`src/design/fwps_pkg.sv`:
```
`default_nettype none

package fwps_pkg;

  localparam int unsigned MAG_REGS     = 4;
  localparam int unsigned MAG_WIDTH    = 8;
  localparam int unsigned TIME_WIDTH   = 32;
  localparam int unsigned OUT_WIDTH    = 32;
  localparam int unsigned FACTOR_WIDTH = 24;

  // 60000 ms/min scaled by 256 for the Q8 fraction
  localparam logic [FACTOR_WIDTH-1:0] RPM_Q8_FACTOR = 24'd15360000;

  typedef enum logic [1:0] {
    OP_TICK  = 2'd0,
    OP_PULSE = 2'd1,
    OP_SPEED = 2'd2,
    OP_COUNT = 2'd3
  } op_e;

  typedef enum logic [1:0] {
    ST_IDLE,
    ST_MUL,
    ST_DIV,
    ST_DONE
  } state_e;

  typedef struct packed {
    logic accept;
    logic mul_step;
    logic div_step;
    logic finish;
  } cmd_t;

  typedef struct packed {
    logic out_busy;
    logic wheel_ok;
    logic mul_last;
    logic div_last;
  } status_t;

endpackage

`default_nettype wire

```
`src/design/fwps_ctrl.sv`:
```
`default_nettype none

module fwps_ctrl (
  input  wire logic             clk_i,
  input  wire logic             rst_ni,
  input  wire logic             in_valid_i,
  input  wire logic [1:0]       operation_i,
  input  fwps_pkg::status_t     status_i,
  output logic                  in_ready_o,
  output fwps_pkg::cmd_t        cmd_o
);

  fwps_pkg::state_e state_q, state_d;
  logic             accept;

  assign accept = in_valid_i & in_ready_o;

  always_ff @(posedge clk_i or negedge rst_ni) begin
    if (!rst_ni) begin
      state_q <= fwps_pkg::ST_IDLE;
    end else begin
      state_q <= state_d;
    end
  end

  always_comb begin
    state_d = state_q;
    unique case (state_q)
      fwps_pkg::ST_IDLE: begin
        if (accept && operation_i == fwps_pkg::OP_SPEED && status_i.wheel_ok) begin
          state_d = fwps_pkg::ST_MUL;
        end
      end
      fwps_pkg::ST_MUL: begin
        if (status_i.mul_last) begin
          state_d = fwps_pkg::ST_DIV;
        end
      end
      fwps_pkg::ST_DIV: begin
        if (status_i.div_last) begin
          state_d = fwps_pkg::ST_DONE;
        end
      end
      fwps_pkg::ST_DONE: begin
        if (!status_i.out_busy) begin
          state_d = fwps_pkg::ST_IDLE;
        end
      end
      default: state_d = fwps_pkg::ST_IDLE;
    endcase
  end

  always_comb begin
    in_ready_o     = 1'b0;
    cmd_o          = '0;
    cmd_o.accept   = accept;
    unique case (state_q)
      fwps_pkg::ST_IDLE: begin
        in_ready_o = !(operation_i == fwps_pkg::OP_COUNT && status_i.out_busy);
      end
      fwps_pkg::ST_MUL:  cmd_o.mul_step = 1'b1;
      fwps_pkg::ST_DIV:  cmd_o.div_step = 1'b1;
      fwps_pkg::ST_DONE: cmd_o.finish   = !status_i.out_busy;
      default: in_ready_o = 1'b0;
    endcase
  end

endmodule

`default_nettype wire

```
`src/design/fwps_dp.sv`:
```
`default_nettype none

module fwps_dp #(
  parameter int unsigned WHEEL_COUNT = 4,
  parameter int unsigned COUNT_WIDTH = 32
) (
  input  wire logic                                clk_i,
  input  wire logic                                rst_ni,
  input  wire logic                                cfg_we_i,
  input  wire logic [1:0]                          cfg_index_i,
  input  wire logic [fwps_pkg::MAG_WIDTH-1:0]      cfg_data_i,
  input  wire logic [1:0]                          operation_i,
  input  wire logic [1:0]                          wheel_i,
  input  wire logic                                out_ready_i,
  input  fwps_pkg::cmd_t                           cmd_i,
  output fwps_pkg::status_t                        status_o,
  output logic                                     out_valid_o,
  output logic [fwps_pkg::OUT_WIDTH-1:0]           speed_rpm_q8_o,
  output logic [fwps_pkg::OUT_WIDTH-1:0]           pulse_count_o,
  output logic                                     speed_saturated_o
);

  localparam int unsigned FW  = fwps_pkg::FACTOR_WIDTH;
  localparam int unsigned TW  = fwps_pkg::TIME_WIDTH;
  localparam int unsigned OW  = fwps_pkg::OUT_WIDTH;
  localparam int unsigned MW  = fwps_pkg::MAG_WIDTH;
  localparam int unsigned NW  = COUNT_WIDTH + FW;
  localparam int unsigned DW  = MW + TW;
  localparam int unsigned SW  = $clog2(NW);
  localparam int unsigned CXW = (COUNT_WIDTH > OW) ? COUNT_WIDTH : OW;

  logic [COUNT_WIDTH-1:0] cnt_q  [WHEEL_COUNT];
  logic [COUNT_WIDTH-1:0] cnt_d  [WHEEL_COUNT];
  logic [TW-1:0]          last_q [WHEEL_COUNT];
  logic [TW-1:0]          last_d [WHEEL_COUNT];
  logic [TW-1:0]          ms_q, ms_d;
  logic [MW-1:0]          mag_q  [fwps_pkg::MAG_REGS];

  logic [COUNT_WIDTH-1:0] cnt_sel;
  logic [TW-1:0]          last_sel;
  logic [CXW-1:0]         cnt_ext;
  logic [OW-1:0]          cnt_clip;
  logic [TW-1:0]          elapsed;
  fwps_pkg::op_e          op;
  logic                   wheel_ok;
  logic                   load_speed;
  logic                   load_count;

  logic [COUNT_WIDTH-1:0] hold_q;
  logic [OW-1:0]          pc_hold_q;
  logic [DW-1:0]          den_q;
  logic [FW-1:0]          fac_q;
  logic [NW-1:0]          prod_q;
  logic [DW-1:0]          rem_q;
  logic [OW-1:0]          quo_q;
  logic                   ovf_q;
  logic [SW-1:0]          step_q;

  logic [DW:0]            rem_ext;
  logic [DW:0]            rem_sub;
  logic                   ge;
  logic                   sat;

  logic                   out_valid_q;
  logic [OW-1:0]          speed_q;
  logic [OW-1:0]          count_q;
  logic                   sat_q;

  assign op         = fwps_pkg::op_e'(operation_i);
  assign wheel_ok   = (32'(wheel_i) < WHEEL_COUNT);
  assign load_speed = cmd_i.accept && op == fwps_pkg::OP_SPEED && wheel_ok;
  assign load_count = cmd_i.accept && op == fwps_pkg::OP_COUNT && wheel_ok;

  always_comb begin
    cnt_sel  = '0;
    last_sel = '0;
    for (int i = 0; i < WHEEL_COUNT; i++) begin
      if (32'(wheel_i) == 32'(i)) begin
        cnt_sel  = cnt_q[i];
        last_sel = last_q[i];
      end
    end
  end

  assign cnt_ext  = CXW'(cnt_sel);
  assign cnt_clip = (cnt_ext > CXW'({OW{1'b1}})) ? {OW{1'b1}} : cnt_ext[OW-1:0];
  assign elapsed  = ms_q - last_sel;

  // wheel state
  always_comb begin
    ms_d = ms_q;
    if (cmd_i.accept && op == fwps_pkg::OP_TICK) begin
      ms_d = ms_q + TW'(1);
    end
    for (int i = 0; i < WHEEL_COUNT; i++) begin
      cnt_d[i]  = cnt_q[i];
      last_d[i] = last_q[i];
      if (cmd_i.accept && 32'(wheel_i) == 32'(i)) begin
        case (op)
          fwps_pkg::OP_PULSE: begin
            if (cnt_q[i] != {COUNT_WIDTH{1'b1}}) begin
              cnt_d[i] = cnt_q[i] + COUNT_WIDTH'(1);
            end
          end
          fwps_pkg::OP_SPEED: begin
            cnt_d[i]  = '0;
            last_d[i] = ms_q;
          end
          default: ;
        endcase
      end
    end
  end

  always_ff @(posedge clk_i or negedge rst_ni) begin
    if (!rst_ni) begin
      ms_q <= '0;
      for (int i = 0; i < WHEEL_COUNT; i++) begin
        cnt_q[i]  <= '0;
        last_q[i] <= '0;
      end
      for (int i = 0; i < fwps_pkg::MAG_REGS; i++) begin
        mag_q[i] <= MW'(1);
      end
    end else begin
      ms_q <= ms_d;
      for (int i = 0; i < WHEEL_COUNT; i++) begin
        cnt_q[i]  <= cnt_d[i];
        last_q[i] <= last_d[i];
      end
      if (cfg_we_i) begin
        mag_q[cfg_index_i] <= cfg_data_i;
      end
    end
  end

  // shift-add multiply by the rpm factor, then restoring long division
  assign rem_ext = {rem_q, prod_q[NW-1]};
  assign ge      = (rem_ext >= {1'b0, den_q});
  assign rem_sub = rem_ext - {1'b0, den_q};

  always_ff @(posedge clk_i) begin
    if (load_speed) begin
      hold_q    <= cnt_sel;
      pc_hold_q <= cnt_clip;
      den_q     <= DW'(mag_q[wheel_i]) * DW'(elapsed);
      fac_q     <= fwps_pkg::RPM_Q8_FACTOR;
      prod_q    <= '0;
      rem_q     <= '0;
      quo_q     <= '0;
      ovf_q     <= 1'b0;
    end else if (cmd_i.mul_step) begin
      fac_q  <= {fac_q[FW-2:0], 1'b0};
      prod_q <= {prod_q[NW-2:0], 1'b0} + (fac_q[FW-1] ? NW'(hold_q) : NW'(0));
    end else if (cmd_i.div_step) begin
      prod_q <= {prod_q[NW-2:0], 1'b0};
      rem_q  <= ge ? rem_sub[DW-1:0] : rem_ext[DW-1:0];
      quo_q  <= {quo_q[OW-2:0], ge};
      ovf_q  <= ovf_q | quo_q[OW-1];
    end
  end

  always_ff @(posedge clk_i or negedge rst_ni) begin
    if (!rst_ni) begin
      step_q <= '0;
    end else if (load_speed || (cmd_i.mul_step && status_o.mul_last)) begin
      step_q <= '0;
    end else if (cmd_i.mul_step || cmd_i.div_step) begin
      step_q <= step_q + SW'(1);
    end
  end

  assign sat = ovf_q || (den_q == '0);

  // result word
  always_ff @(posedge clk_i or negedge rst_ni) begin
    if (!rst_ni) begin
      out_valid_q <= 1'b0;
    end else if (load_count || cmd_i.finish) begin
      out_valid_q <= 1'b1;
    end else if (out_ready_i) begin
      out_valid_q <= 1'b0;
    end
  end

  always_ff @(posedge clk_i) begin
    if (load_count) begin
      speed_q <= '0;
      count_q <= cnt_clip;
      sat_q   <= 1'b0;
    end else if (cmd_i.finish) begin
      speed_q <= sat ? {OW{1'b1}} : quo_q;
      count_q <= pc_hold_q;
      sat_q   <= sat;
    end
  end

  assign status_o.out_busy = out_valid_q && !out_ready_i;
  assign status_o.wheel_ok = wheel_ok;
  assign status_o.mul_last = (step_q == SW'(FW - 1));
  assign status_o.div_last = (step_q == SW'(NW - 1));

  assign out_valid_o       = out_valid_q;
  assign speed_rpm_q8_o    = speed_q;
  assign pulse_count_o     = count_q;
  assign speed_saturated_o = sat_q;

endmodule

`default_nettype wire

```
`src/design/four_wheel_pulse_speed_meter_unit.sv`:
```
// Tick and pulse words: one per cycle while no speed query is in progress, no result word.
// Count query: result registered in the cycle after acceptance.
// Speed query: a 24-step shift-add multiply, then a COUNT_WIDTH + 24 step restoring
// divider, then the output register, loaded once the previous result has been taken;
// input held off until then, and accepted again once the unit is back in idle.
// Reset (async, active low): counters, query times and clock zero, magnets one.
`default_nettype none

module four_wheel_pulse_speed_meter_unit #(
  parameter int unsigned WHEEL_COUNT = 4,
  parameter int unsigned COUNT_WIDTH = 32
) (
  input  wire logic                            clk_i,
  input  wire logic                            rst_ni,
  input  wire logic                            cfg_we_i,
  input  wire logic [1:0]                      cfg_index_i,
  input  wire logic [fwps_pkg::MAG_WIDTH-1:0]  cfg_data_i,
  input  wire logic                            in_valid_i,
  output logic                                 in_ready_o,
  input  wire logic [1:0]                      operation_i,
  input  wire logic [1:0]                      wheel_i,
  output logic                                 out_valid_o,
  input  wire logic                            out_ready_i,
  output logic [fwps_pkg::OUT_WIDTH-1:0]       speed_rpm_q8_o,
  output logic [fwps_pkg::OUT_WIDTH-1:0]       pulse_count_o,
  output logic                                 speed_saturated_o
);

  fwps_pkg::cmd_t    cmd;
  fwps_pkg::status_t status;

  fwps_ctrl u_ctrl (
    .clk_i       (clk_i),
    .rst_ni      (rst_ni),
    .in_valid_i  (in_valid_i),
    .operation_i (operation_i),
    .status_i    (status),
    .in_ready_o  (in_ready_o),
    .cmd_o       (cmd)
  );

  fwps_dp #(
    .WHEEL_COUNT (WHEEL_COUNT),
    .COUNT_WIDTH (COUNT_WIDTH)
  ) u_dp (
    .clk_i             (clk_i),
    .rst_ni            (rst_ni),
    .cfg_we_i          (cfg_we_i),
    .cfg_index_i       (cfg_index_i),
    .cfg_data_i        (cfg_data_i),
    .operation_i       (operation_i),
    .wheel_i           (wheel_i),
    .out_ready_i       (out_ready_i),
    .cmd_i             (cmd),
    .status_o          (status),
    .out_valid_o       (out_valid_o),
    .speed_rpm_q8_o    (speed_rpm_q8_o),
    .pulse_count_o     (pulse_count_o),
    .speed_saturated_o (speed_saturated_o)
  );

`ifndef NO_ASSERTIONS
  a_speed_busy: assert property (@(posedge clk_i) disable iff (!rst_ni)
    (in_valid_i && in_ready_o && operation_i == fwps_pkg::OP_SPEED
     && 32'(wheel_i) < WHEEL_COUNT) |=> !in_ready_o)
    else $error("speed query did not occupy the divider");

  a_count_result: assert property (@(posedge clk_i) disable iff (!rst_ni)
    (in_valid_i && in_ready_o && operation_i == fwps_pkg::OP_COUNT
     && 32'(wheel_i) < WHEEL_COUNT)
    |=> (out_valid_o && speed_rpm_q8_o == '0 && !speed_saturated_o))
    else $error("count query word missing");

  a_sat_value: assert property (@(posedge clk_i) disable iff (!rst_ni)
    (out_valid_o && speed_saturated_o) |-> (speed_rpm_q8_o == '1))
    else $error("saturated speed not all ones");
`endif

endmodule

`default_nettype wire
```
`config.mk`:
```
export PLATFORM = sky130hd
export DESIGN_NAME = four_wheel_pulse_speed_meter_unit
export DESIGN_NICKNAME = d
export VERILOG_FILES = /design/src/design/fwps_pkg.sv /design/src/design/fwps_ctrl.sv /design/src/design/fwps_dp.sv /design/src/design/four_wheel_pulse_speed_meter_unit.sv
export SDC_FILE = /design/constraint.sdc
export NUM_CORES = 2
export LEC_CHECK = 0
export ABC_AREA = 0
export BUFFER_PORTS_ARGS = -buffer_cell sky130_fd_sc_hd__buf_4
export CORE_ASPECT_RATIO = 1.2
export CORE_MARGIN = 2
export CORE_UTILIZATION = 64
export DETAILED_ROUTE_END_ITERATION = 16
export MAX_ROUTING_LAYER = met4
export PLACE_DENSITY = 0.86
export SETUP_SLACK_MARGIN = 0.05
export SLEW_MARGIN = 40
export SYNTH_ARGS = -nofsm -noshare
export SYNTH_HDL_FRONTEND = slang
export SYNTH_SLANG_ARGS = --single-unit
```
`constraint.sdc`:
```
create_clock -name clk_i -period 10.2 [get_ports clk_i]
set_clock_uncertainty 0.2 [all_clocks]
set_input_delay 1.02 -clock clk_i [delete_from_list [all_inputs] [get_ports clk_i]]
set_output_delay 1.02 -clock clk_i [all_outputs]
set_load 0.03 [all_outputs]
```
==> summary.txt <==
Global route
  – Total track usage: a little under a third
  – Initial antenna violation count: 6
  – First-pass GRT wire length: roughly 150,000 um
  – Vias in the first global route: 30,430
  – Grt ovf: 0
  – Largest net degree at the start of global routing: 165

Worst hold path
  – Worst hold path class: in2async

CTS
  – Post-CTS Setup Bufs: 0
  – Clock tree buffer depth: 3
  – TritonCTS Buffers: 59
  – Post-CTS Hold Buffers: 0
  – Clock tree sinks: 606
  – CTS H-tree lvls: 2
  – Root buf cell: clkbuf_16
  – Clock-pin slew on the worst setup and hold paths: around 0.06 ns
  – CTS tree: done
  – Worst-Skew Late Latency: 0.65 ns
  – PostCTS Resize Cnt: 0

Synth
  – Ys async rst share: 54.29%
  – Commonest cells in the netlist: nor2_1, dfrtp_1, nand2_1, inv_1, a21oi_1
  – Syn_area_per_cell: 9.850 um2
  – Top-count cell post-synth: nor2_1
  – Syn Nets: roughly 4,400
  – Synth Instances: ~4,000
  – Largest area contributor in the netlist: dfrtp_1
  – Total of warnings raised by yosys: 0
  – Top cell type's share of synthesized area: 20.55%
  – Yosys cell types: 74
  – Ranking of synthesized cells by area: dfrtp_1, fa_1, dfxtp_1
  – Seq/Total Area, Yosys: 37.47%
  – Seq cells post-synth: between 600 and 700
  – Ys flop type: dfrtp_1
  – Post-Syn Area: a little under 40,000 um2
  – Number of synthesized flops with an enable pin: around 100

Finish
  – Layout cells sized above 1: 14.23%
  – Area of the multi-input gates: ~23,000 um2
  – Synth-to-layout area growth: 9.350%
  – Nets: ~4,400
  – Sequential Area: approximately 15,000 um2
  – Fill cells: 4,155

Worst setup path
  – R2R depth: 31
  – Critical path's most frequent cell: fa_1
  – Worst Setup End Kind: register
  – CP max FO: 13
  – Max incr delay on CP: approximately 0.67 ns
  – CP max stage cell: o311ai_0
  – CP Class: in2reg
  – Arrival @ worst endpoint: around 10 ns
  – CP required: approximately 10 ns
  – Critical path startpoint category: input pin
  – Worst reg2reg setup slack: around 0.67 ns

Drt
  – Vias per cell: slightly above 6
  – Routed vias: between 30,000 and 40,000
  – Post-route DRC: 0
  – Antenna viol nets, final: 0
  – Post-DR wirelength/cell: 19.30 um
  – Drt total wl: ~94,000 um
  – DR pass1 iterations: 6
  – Iter 0 DRT Violations: around 2,900

Placed design
  – HPWL Detailed: around 64,000 um
  – PortBufs: 85
  – Gpl congestion: approximately 0.94

STA
  – Fin crit period: between 9 and 10 ns
  – Tightest Pin Transition: around 0.85 ns
  – Final Max Slew Viols: 0
  – Period Utilization, post-route: 96.10%
  – RSZ-0062 raised after global routing: false
  – Fmax: 102.0 MHz
  – Final hold vios: 0
  – TNS Setup: 0 ns
  – Worst relative slew slack: between 40 and 50%
  – Endpoints failing setup: 0

Floorplanning
  – CORE AREA: 60,940 um2
  – Die Width: about 230 um
  – Die area: around 64,000 um2
  – Initial cell density of the core: roughly two thirds
  – Rows: 99
  – Io pins: 86
  – Die H: about 280 um

Status
  – Status: finished clean

Job
  – # Max-Cap Violations: 0
==> through the flow <==
step	util, %	instance area [um2]	hold WS (ns)	setup slack (ns)	cells
2_1_floorplan	-	39570	0.2298	0.1157	4017
3_3_place_gp	67.16	40930	0.2419	0.3431	4763
3_5_place_dp	67.29	41010	0.2486	0.1052	4765
4_1_cts	70.84	43170	0.2338	0.5400	4876
5_1_grt	70.99	43270	0.0008747	0.1034	4883
6_report	71.00	43270	0.008917	0.3974	4884
==> critical path: cells and delay by family <==
kind | cells | cell delay, ns
AND/OR/NAND/NOR | 6 | 1.05
multiplexers | 1 | 0.61
AO/OA/AOI/OAI | 12 | 3.73
buffers and inverters | 5 | 0.62
XOR/XNOR | 2 | 0.22
adder cells (fa/ha/maj) | 6 | 2.66
==> cells in the final DEF (no fill, tap or decap), types with 91 or more instances in the layout <==
master / n
a21oi_1: 220
buf_4: 119
dfrtp_1: 325
dfxtp_1: 172
edfxtp_1: 104
fa_1: 183
ha_1: 169
inv_1: 293
mux2_2: 168
mux2i_1: 110
nand2_1: 302
nand3_1: 91
nor2_1: 493
o21ai_0: 183
xnor2_1: 131
xor2_1: 145
==> cell type report <==
class / instances / area share (%)
Timing Repair Buffer: 129 / 2.475
Clock buffer: 81 / 4.031
Sequential cell: 606 / 34.26
Clock inverter: 30 / 0.9687
Inverter: 294 / 2.556
Antenna cell: 6 / 0.03470
Tap cell: 808 / 2.337
Multi-Input combinational cell: 2930 / 53.33
==> kinds of logic after synthesis <==
| family | count (synthesis) | share of synthesized area, % |
|---|---|---|
| simple gates | 1268 | 14.87 |
| flops | 606 | 37.47 |
| compound gates | 685 | 10.92 |
| fa+ha+maj | 355 | 14.70 |
| buf+inv | 481 | 4.576 |
| xor+xnor | 280 | 6.264 |
| mux | 342 | 11.21 |
==> routing by layer <==
layer	GRT usage [%]	vias to the layer above	share of wire, %
li1	-	13820	-
met2	48.78	1208	49
met1	38.60	14820	41
met4	12.19	0	3.8
met5	-	-	0
met3	4.497	275	7.0
==> final timing paths <==
kind,start,end
worst max-delay path,wheel_i[0],u_dp.den_q[39]$_DFFE_PP_
worst min-delay path,rst_ni,u_dp.cnt_q[55]$_DFFE_PN0P_
worst max register to register,u_dp.last_q[1]$_DFFE_PN0P_,u_dp.den_q[39]$_DFFE_PP_
worst min register to register,u_dp.fac_q[13]$_SDFFE_PP1P_,u_dp.fac_q[13]$_SDFFE_PP1P_
max in group asynchronous,rst_ni,u_dp.last_q[25]$_DFFE_PN0P_
min in group clk_i,u_dp.fac_q[13]$_SDFFE_PP1P_,u_dp.fac_q[13]$_SDFFE_PP1P_
==> registers in the layout, indices dropped and copies added, names as in the netlist, 40 cells and up <==
register     flops
u_dp.last_q    128
u_dp.prod_q     56
u_dp.rem_q      40
u_dp.den_q      40
u_dp.cnt_q     128
Power is not shown: default switching activity piles up to over one toggle a cycle in this logic, so the estimate is an artifact.
